`src/rtl/arlm_pkg.sv`:
```
package arlm_pkg;

    localparam int SAMPLE_W = 16;
    localparam int LEVEL_W  = 17;
    localparam int SUM_W    = 43;
    localparam int COUNT_W  = 13;
    localparam int QUO_W    = 32;
    localparam int STEP_W   = 5;

    localparam logic [COUNT_W-1:0] MAX_FRAME     = 13'd4096;
    localparam logic [29:0]        FULL_SCALE_SQ = 30'd1073676289;
    localparam logic [LEVEL_W-1:0] UNITY         = 17'd65536;

    localparam logic [STEP_W-1:0] DIV_LAST  = 5'd31;
    localparam logic [STEP_W-1:0] SQRT_LAST = 5'd15;

    typedef enum logic [2:0] {
        ST_ACCUM,
        ST_DEN,
        ST_CHECK,
        ST_DIV,
        ST_SQRT,
        ST_OUTPUT
    } state_t;

    typedef struct packed {
        logic              acc_en;
        logic              den_load;
        logic              clamp_check;
        logic              div_step;
        logic              sqrt_step;
        logic              out_load;
        logic [STEP_W-2:0] step;
    } cmd_t;

    typedef struct packed {
        logic sum_ge_den;
    } sts_t;

endpackage

```
`src/rtl/arlm_ctrl.sv`:
```
module arlm_ctrl
(
    input  logic                clk,
    input  logic                rst_n,
    input  logic                in_valid,
    input  logic                frame_end,
    output logic                in_ready,
    output logic                out_valid,
    input  logic                out_ready,
    input  arlm_pkg::sts_t      sts,
    output arlm_pkg::cmd_t      cmd
);

    arlm_pkg::state_t                state_reg;
    arlm_pkg::state_t                state_next;
    logic [arlm_pkg::STEP_W-1:0]     step_reg;
    logic [arlm_pkg::STEP_W-1:0]     step_next;
    logic                            out_valid_reg;
    logic                            out_valid_next;
    logic                            out_free;

    assign out_free  = !out_valid_reg || out_ready;
    assign out_valid = out_valid_reg;

    always_ff @(posedge clk or negedge rst_n)
    begin
        if (!rst_n)
        begin
            state_reg     <= arlm_pkg::ST_ACCUM;
            step_reg      <= '0;
            out_valid_reg <= 1'b0;
        end
        else
        begin
            state_reg     <= state_next;
            step_reg      <= step_next;
            out_valid_reg <= out_valid_next;
        end
    end

    always_comb
    begin
        state_next     = state_reg;
        step_next      = step_reg;
        out_valid_next = out_valid_reg;
        in_ready       = 1'b0;
        cmd            = '0;
        cmd.step       = step_reg[arlm_pkg::STEP_W-2:0];

        if (out_valid_reg && out_ready)
        begin
            out_valid_next = 1'b0;
        end

        unique case (state_reg)
            arlm_pkg::ST_ACCUM:
            begin
                in_ready = 1'b1;
                if (in_valid)
                begin
                    cmd.acc_en = 1'b1;
                    if (frame_end)
                    begin
                        state_next = arlm_pkg::ST_DEN;
                    end
                end
            end
            arlm_pkg::ST_DEN:
            begin
                cmd.den_load = 1'b1;
                state_next   = arlm_pkg::ST_CHECK;
            end
            arlm_pkg::ST_CHECK:
            begin
                cmd.clamp_check = 1'b1;
                step_next       = '0;
                state_next      = sts.sum_ge_den ? arlm_pkg::ST_OUTPUT : arlm_pkg::ST_DIV;
            end
            arlm_pkg::ST_DIV:
            begin
                cmd.div_step = 1'b1;
                if (step_reg == arlm_pkg::DIV_LAST)
                begin
                    step_next  = '0;
                    state_next = arlm_pkg::ST_SQRT;
                end
                else
                begin
                    step_next = step_reg + 1'b1;
                end
            end
            arlm_pkg::ST_SQRT:
            begin
                cmd.sqrt_step = 1'b1;
                if (step_reg == arlm_pkg::SQRT_LAST)
                begin
                    step_next  = '0;
                    state_next = arlm_pkg::ST_OUTPUT;
                end
                else
                begin
                    step_next = step_reg + 1'b1;
                end
            end
            arlm_pkg::ST_OUTPUT:
            begin
                if (out_free)
                begin
                    cmd.out_load   = 1'b1;
                    out_valid_next = 1'b1;
                    state_next     = arlm_pkg::ST_ACCUM;
                end
            end
            default:
            begin
                state_next = arlm_pkg::ST_ACCUM;
            end
        endcase
    end

endmodule

```
`src/rtl/arlm_dp.sv`:
```
module arlm_dp
(
    input  logic                                 clk,
    input  logic                                 rst_n,
    input  logic signed [arlm_pkg::SAMPLE_W-1:0] sample,
    input  arlm_pkg::cmd_t                       cmd,
    output arlm_pkg::sts_t                       sts,
    output logic [arlm_pkg::LEVEL_W-1:0]         loudness,
    output logic                                 frame_too_long
);

    logic [arlm_pkg::SUM_W-1:0]   sum_reg;
    logic [arlm_pkg::SUM_W-1:0]   sum_next;
    logic [arlm_pkg::COUNT_W-1:0] count_reg;
    logic [arlm_pkg::COUNT_W-1:0] count_next;
    logic                         over_reg;
    logic                         over_next;
    logic [arlm_pkg::SUM_W-1:0]   den_reg;
    logic [arlm_pkg::SUM_W-1:0]   rem_reg;
    logic [arlm_pkg::SUM_W-1:0]   rem_next;
    logic [arlm_pkg::QUO_W-1:0]   quo_reg;
    logic [arlm_pkg::QUO_W-1:0]   quo_next;
    logic [arlm_pkg::QUO_W-1:0]   root_reg;
    logic [arlm_pkg::QUO_W-1:0]   root_next;
    logic                         clamp_reg;
    logic [arlm_pkg::LEVEL_W-1:0] level_reg;
    logic                         too_long_reg;

    logic signed [2*arlm_pkg::SAMPLE_W-1:0] square;
    logic [arlm_pkg::SUM_W:0]               shifted;
    logic [arlm_pkg::QUO_W-1:0]             sq_bit;
    logic [arlm_pkg::QUO_W-1:0]             sq_trial;

    assign square  = sample * sample;
    assign shifted = {rem_reg, 1'b0};
    assign sq_bit  = 32'h4000_0000 >> {cmd.step, 1'b0};
    assign sq_trial = root_reg + sq_bit;

    assign sts.sum_ge_den  = (sum_reg >= den_reg);
    assign loudness        = level_reg;
    assign frame_too_long  = too_long_reg;

    // accumulators
    always_comb
    begin
        sum_next   = sum_reg;
        count_next = count_reg;
        over_next  = over_reg;
        if (cmd.out_load)
        begin
            sum_next   = '0;
            count_next = '0;
            over_next  = 1'b0;
        end
        else if (cmd.acc_en)
        begin
            if (count_reg >= arlm_pkg::MAX_FRAME)
            begin
                over_next = 1'b1;
            end
            else
            begin
                sum_next   = sum_reg + arlm_pkg::SUM_W'(square[2*arlm_pkg::SAMPLE_W-2:0]);
                count_next = count_reg + 1'b1;
            end
        end
    end

    // restoring divide and bitwise square root
    always_comb
    begin
        rem_next  = rem_reg;
        quo_next  = quo_reg;
        root_next = root_reg;
        if (cmd.den_load)
        begin
            rem_next  = sum_reg;
            quo_next  = '0;
            root_next = '0;
        end
        else if (cmd.div_step)
        begin
            if (shifted >= {1'b0, den_reg})
            begin
                rem_next = arlm_pkg::SUM_W'(shifted - {1'b0, den_reg});
                quo_next = {quo_reg[arlm_pkg::QUO_W-2:0], 1'b1};
            end
            else
            begin
                rem_next = shifted[arlm_pkg::SUM_W-1:0];
                quo_next = {quo_reg[arlm_pkg::QUO_W-2:0], 1'b0};
            end
        end
        else if (cmd.sqrt_step)
        begin
            if (quo_reg >= sq_trial)
            begin
                quo_next  = quo_reg - sq_trial;
                root_next = (root_reg >> 1) + sq_bit;
            end
            else
            begin
                root_next = root_reg >> 1;
            end
        end
    end

    always_ff @(posedge clk or negedge rst_n)
    begin
        if (!rst_n)
        begin
            sum_reg   <= '0;
            count_reg <= '0;
            over_reg  <= 1'b0;
        end
        else
        begin
            sum_reg   <= sum_next;
            count_reg <= count_next;
            over_reg  <= over_next;
        end
    end

    always_ff @(posedge clk)
    begin
        rem_reg  <= rem_next;
        quo_reg  <= quo_next;
        root_reg <= root_next;
        if (cmd.den_load)
        begin
            den_reg <= arlm_pkg::SUM_W'(count_reg) * arlm_pkg::SUM_W'(arlm_pkg::FULL_SCALE_SQ);
        end
        if (cmd.den_load)
        begin
            clamp_reg <= 1'b0;
        end
        else if (cmd.clamp_check)
        begin
            clamp_reg <= sts.sum_ge_den;
        end
        if (cmd.out_load)
        begin
            level_reg    <= clamp_reg ? arlm_pkg::UNITY : root_reg[arlm_pkg::LEVEL_W-1:0];
            too_long_reg <= over_reg;
        end
    end

endmodule

```
`src/rtl/audio_rms_loudness_meter.sv`:
```
// rms loudness meter for signed 16-bit pcm frames
// input channel: sample and frame_end, taken when in_valid and in_ready are high
// output channel: loudness (unsigned q1.16, 65536 is full scale) and
//   frame_too_long, taken when out_valid and out_ready are high
// one result item per input item that has frame_end set, none otherwise
// within a frame the block takes one sample per cycle
// after the closing sample in_ready stays low while the level is worked out:
//   the full-scale product, the clamp compare, then, unless the level clamps,
//   the restoring divide and the square root, one bit a cycle, and the load of
//   the output register
// the result is registered in the output state, which follows the square root,
//   or the clamp compare when the level clamps to full scale, later if the output stalls
// the next frame's samples are taken while a result waits on the output;
//   a stalled output holds the block only when the next result is ready
// frames longer than 4096 samples keep the level of the first 4096 and flag it
// reset clears the sum, the count and the output valid; no clearing pass
module audio_rms_loudness_meter
(
    input  logic                                 clk,
    input  logic                                 rst_n,
    input  logic                                 in_valid,
    output logic                                 in_ready,
    input  logic signed [arlm_pkg::SAMPLE_W-1:0] sample,
    input  logic                                 frame_end,
    output logic                                 out_valid,
    input  logic                                 out_ready,
    output logic [arlm_pkg::LEVEL_W-1:0]         loudness,
    output logic                                 frame_too_long
);

    arlm_pkg::cmd_t cmd;
    arlm_pkg::sts_t sts;

    arlm_ctrl u_ctrl
    (
        .clk       (clk),
        .rst_n     (rst_n),
        .in_valid  (in_valid),
        .frame_end (frame_end),
        .in_ready  (in_ready),
        .out_valid (out_valid),
        .out_ready (out_ready),
        .sts       (sts),
        .cmd       (cmd)
    );

    arlm_dp u_dp
    (
        .clk            (clk),
        .rst_n          (rst_n),
        .sample         (sample),
        .cmd            (cmd),
        .sts            (sts),
        .loudness       (loudness),
        .frame_too_long (frame_too_long)
    );

endmodule
```
`config.mk`:
```
export PLATFORM = sky130hd
export DESIGN_NAME = audio_rms_loudness_meter
export DESIGN_NICKNAME = d
export VERILOG_FILES = /design/src/rtl/arlm_pkg.sv /design/src/rtl/arlm_ctrl.sv /design/src/rtl/arlm_dp.sv /design/src/rtl/audio_rms_loudness_meter.sv
export SDC_FILE = /design/constraint.sdc
export NUM_CORES = 2
export LEC_CHECK = 0
export BUFFER_PORTS_ARGS = -buffer_cell sky130_fd_sc_hd__buf_2
export CORE_UTILIZATION = 54
export DETAILED_ROUTE_END_ITERATION = 12
export PLACE_DENSITY_LB_ADDON = 0.25
export SETUP_SLACK_MARGIN = 0.15
export SKIP_LAST_GASP = 1
export SYNTH_ARGS = -nofsm -noshare
export SYNTH_HDL_FRONTEND = slang
export SYNTH_SLANG_ARGS = --single-unit
export TNS_END_PERCENT = 50
```
`constraint.sdc`:
```
create_clock -name clk -period 8.5 [get_ports clk]
set_input_delay 0.85 -clock clk [delete_from_list [all_inputs] [get_ports clk]]
set_output_delay 0.85 -clock clk [all_outputs]
set_load 0.01 [all_outputs]
```
Yosys cells after proc, flatten, opt, wreduce, memory -nomap -nowiden
Index checks and enable logic that the tools add are counted.
- register bits after elaboration: 235
- input port bits: 21
- output and inout bits: 20
- logic and storage cells: 95
- add/sub/neg operators: 7
- multipliers: 2
- $lt $le $gt $ge: 4
- eq/ne operators: 13
- shift-type cells: 1
- mux-type cells: 39
- bitwise logic cells: 1
- reduce and logical (&&, ||, !) cells: 15
- operators by type and width (cell ; number):
    43-bit 2-to-1 mux ; 6
    32-bit 2-to-1 mux ; 4
    44-bit by 43-bit >= comparator with 1-bit output ; 1
    43-bit by 31-bit adder with 43-bit output ; 1
    43-bit >= comparator ; 1
    13-bit by 30-bit multiplier with 43-bit output, second input constant ; 1
    43-bit subtractor ; 1
    13-bit 2-to-1 mux ; 3
    31-bit by 32-bit adder with 32-bit output ; 1
    32-bit adder ; 1
    32-bit >= comparator ; 1
    31-bit by 5-bit right shift with 32-bit output, first input constant ; 1
    32-bit subtractor ; 1
    16-bit by 16-bit multiplier with 31-bit output ; 1
    3-bit 2-to-1 mux ; 6
    3-bit case mux with 6 select lines ; 1
    1-bit 2-to-1 mux ; 16
    5-bit case mux with 3 select lines ; 1
    13-bit by 1-bit adder with 13-bit output, second input constant ; 1
    13-bit >= comparator, second input constant ; 1
    5-bit 2-to-1 mux ; 2
    2-bit nonzero test ; 5
    2-bit AND reduction ; 4
    3-bit by 2-bit equality test with 1-bit output, second input constant ; 2
    14 further kinds ; 19

Depth between registers and ports, before layout
- depth after elaboration: 6
- depth in mapped cells: 39
- gate-level depth less buffers: 36

Modules after synthesis
A second synthesis with hierarchy kept.
- cells, all modules: 3389
- area total of the unflattened synthesis: 29982.5 sq um
- by module, submodules not included (module ; times used ; cells an instance ; area each (sq um) ; sequential area each (sq um)):
    arlm_dp ; 1 ; 3318 ; 29371.9 ; 5730.5
    arlm_ctrl ; 1 ; 71 ; 610.6 ; 225.2

Worst setup path before layout
OpenSTA, ideal clock, no wires.
- kind: in2reg
- start: in sample[15] (netlist name)
- end: reg u_dp.sum_reg[36] (netlist name)
- arrival time: 8277 ps
- path slack: 145 ps
- stages on the path: 31
- path buffers: 3
- cell sequence: clkbuf_1 -> buf_1 -> nand2_1 -> fa_1 -> fa_1 -> inv_1 -> fa_1 -> inv_1 -> fa_1 -> inv_1 -> fa_1 -> inv_1 -> fa_1 -> inv_1 -> ha_1 -> or3_1 -> a2111oi_0 -> nor3_1 -> a21o_1 -> a21oi_1 -> xnor2_1 -> ha_1 -> nand2_1 -> nor2_1 -> and2_1 -> nand3_1 -> o211ai_1 -> a21oi_1 -> clkbuf_1 -> or3_1 -> a21oi_1
- cells in the longest elaborated chain, start to end: 5
- ends and longest elaborated chain (element ; line ; text):
    start: declaration ; audio_rms_loudness_meter.sv:23 ; input logic signed [arlm_pkg::SAMPLE_W-1:0] sample,
    16-bit by 16-bit multiplier with 31-bit output ; arlm_dp.sv:34 ; assign square = sample * sample;
    43-bit by 31-bit adder with 43-bit output ; arlm_dp.sv:63 ; sum_next = sum_reg + arlm_pkg::SUM_W'(square[2*arlm_pkg::SAMPLE_W-2:0]);
    43-bit 2-to-1 mux ; arlm_dp.sv:57 ; if (count_reg >= arlm_pkg::MAX_FRAME)
    43-bit 2-to-1 mux ; arlm_dp.sv:55 ; else if (cmd.acc_en)
    43-bit 2-to-1 mux ; arlm_dp.sv:49 ; if (cmd.out_load)
    end signal: assignment ; arlm_dp.sv:118 ; sum_reg <= sum_next;
    end: declaration ; arlm_dp.sv:12 ; logic [arlm_pkg::SUM_W-1:0] sum_reg;
No other way between the ends. The select of a mux whose other input is x is not followed.
A chain may end at the register's enable or synchronous reset.

Final worst setup path
- start: in sample[6] (netlist name)
- end: reg u_dp.sum_reg[34] (netlist name)
Same word-level chain as after synthesis.

==> impl_metrics.ini <==
[status]
status = completed

[yosys]
synth_seq_cells = 231
syn-num-nets = 3977
synth_cell_types = 83
synth_area_um2 = 29400
synth_flop_cell = edfxtp_1
synth_edf_count = 100
netlist_instances = 3315
synth_warnings = 0
synthArstFlopShare_pct = 28.6
yosysSeqAreaShare_pct = 20.3
synth_area_per_cell_um2 = 8.87

[floorplanning]
core_um2 = 53800
fp.dieW_um = 235
die_h_um = 235
io-pin-count = 41
design.die.area_um2 = 55400
initial_core_util_pct = 54.6
rows = 85

[worst_setup_path]
critPathRequiredTime_ns = 8.90
slowest_delay_ns = 0.56
r2r_cells = 24
critPathCaptureType = register
critical_path_arrival_ns = 8.28
crit_path_frequent_cell = fa_1
critical-path-slowest-cell = fa_1
rrSetupSlack_ns = 1.34
crit_family = adder cells
criticalPathCategory = in2reg
critical_path_peak_fanout = 11
worstReg2RegStart = u_ctrl.step_reg[0]$_DFFE_PN0P_
critPathLaunchType = input pin
path_buf_inv = 8
r2r-end = u_dp.quo_reg[31]$_SDFFE_PP0P_

[placement]
placed_area_um2 = 30700
gp_congestion = 0.909
dp_cells = 4036
hpwl_um = 56500
portBuffers = 40

[global_route]
grt_max_degree = 80
grt_pass1_wl_um = 118000
grt-ovfl-total = 0
grt_use_total_pct = 25.7
grt_pass1_vias = 24100
antenna_found_initial = 0

[sta]
period_share_pct = 92.7
tightest_slew_ns = 1.10
slew_viol_final = 0
max_freq_mhz = 127
setup_viol = 0
fin_crit_ns = 7.88
hold_violations = 0
rsz0062_at_grt = true
skew_ns = 0.0139
maxSlewHeadroom_pct = 26.7

[drt]
drc = 0
drtAntennaViolNets = 0
drt_iter0_drc = 1431
drtPass1Iterations = 5
drt-total-wl_um = 70600
wl_per_cell_um = 17.3
vias_per_cell = 5.75
num_vias = 23500

[clock_tree]
clockRootBuffer = clkbuf_16
cts.sinks = 231
path_clk_slew_ns = 0.06
clk_latency_ns = 0.55
numCtsBuffers = 28
hold_buffers = 0
clock_path_buffers = 3
htree_num_levels = 1
cts_tree = built

[flow_run]
cap_violations = 0

[cells_and_area]
most-common-layout-cells = 484 x inv_1, 351 x ha_1, 289 x fa_1, 253 x nor2_1, 240 x nand2_1
nNetsFinal = 4033
final_common_cell = inv_1
fin_area_um2 = 31700
layoutNonFillerInstCount = 4089
drive_above_1_share_pct = 6.31
area_growth_pct = 7.84
num_antenna_cells = 0

[worst_hold_path]
hp-class = in2async
[worst max-delay path by stage]
stage,from,end,slack (ns),depth (start not counted)
global route,sample[4],u_dp.sum_reg[34]$_DFFE_PN0P_,0.10,36
finish,sample[6],u_dp.sum_reg[34]$_DFFE_PN0P_,0.62,37
detailed placement,sample[1],u_dp.sum_reg[36]$_DFFE_PN0P_,-0.08,35
CTS,sample[1],u_dp.sum_reg[32]$_DFFE_PN0P_,0.49,35
floorplan,sample[5],u_dp.sum_reg[36]$_DFFE_PN0P_,0.22,31
global placement,sample[6],u_dp.sum_reg[34]$_DFFE_PN0P_,0.001,35
[metal layers]
layer | track usage (%) | wire length, um | vias up
met1 | 33.0 | 30200 | 11500
met4 | 8.00 | 2170 | 0
li1 | - | - | 11400
met2 | 45.4 | 35100 | 546
met3 | 2.65 | 3110 | 137
met5 | 0 | 0 | -
[cell type report]
class                   instances  area, um^2
multi-input cells            2494       21300
clock inverters                12         115
well taps                     696         871
flip-flops and latches        231        5960
inverters                     488        1830
clock buffers                  40         797
repair buffers                128         878
fillers                      4684       22100
[cells in the mapped netlist (22+ instances only)]
master    count  area, um^2
inv_1       485        1820
xnor2_1     137        1200
clkbuf_1     88         330
nor3_1       27         135
nand3_1      87         435
nand4_1      30         188
fa_1        290        5810
a31oi_1      36         225
xor2_1       89         780
a21oi_1     231        1160
nor2_1      255         957
edfxtp_1    100        3000
nand2_1     241         905
and3_1       32         200
a21o_1       89         668
o21ai_1      64         320
and2_1       65         407
nand2b_1     26         163
dfxtp_1      65        1300
o22ai_1      22         138
nor2b_1      48         300
o21ai_0     104         521
ha_1        351        4390
o21bai_1     24         180
dfrtp_1      66        1650
[logic make-up (layout without fill, tap and decap cells)]
logic type	after synthesis	in the layout	share of synthesized area (%)
AO/OA/AOI/OAI	753	753	16.4
XOR/XNOR	226	226	6.73
adder cells (fa/ha/maj)	641	641	34.7
buffers and inverters	590	668	7.58
flip-flops	231	231	20.3
multiplexers	20	20	0.690
AND/OR/NAND/NOR	854	854	13.6
[through the flow]
| step | setup WS (ns) | TNS (ns) | hold slack [ns] | util [%] |
|---|---|---|---|---|
| detailed placement | -0.0753 | -0.307 | 0.438 | 57.1 |
| global placement | 0.00127 | 0 | 0.445 | 57.1 |
| floorplan | 0.222 | 0 | 0.426 | - |
| CTS | 0.491 | 0 | 0.428 | 58.8 |
| global route | 0.102 | 0 | 0.471 | 58.9 |
| finish | 0.623 | 0 | 0.415 | 58.9 |
[worst register-to-register path: cells and delay by family (launching register included)]
family	cells	cell delay [ns]
AO/OA/AOI/OAI	12	3.28
adder cells (fa/ha/maj)	3	1.07
buffers and inverters	2	0.52
flip-flops	1	0.43
XOR/XNOR	1	0.20
AND/OR/NAND/NOR	6	1.54
[timing repair]
action                     in CTS  in global routing
resized for setup               0                  9
setup endpoints to repair       0                 14
buffers inserted                0                  1
Power is not shown: default switching activity piles up to over one toggle a cycle in this logic, so the estimate is an artifact.
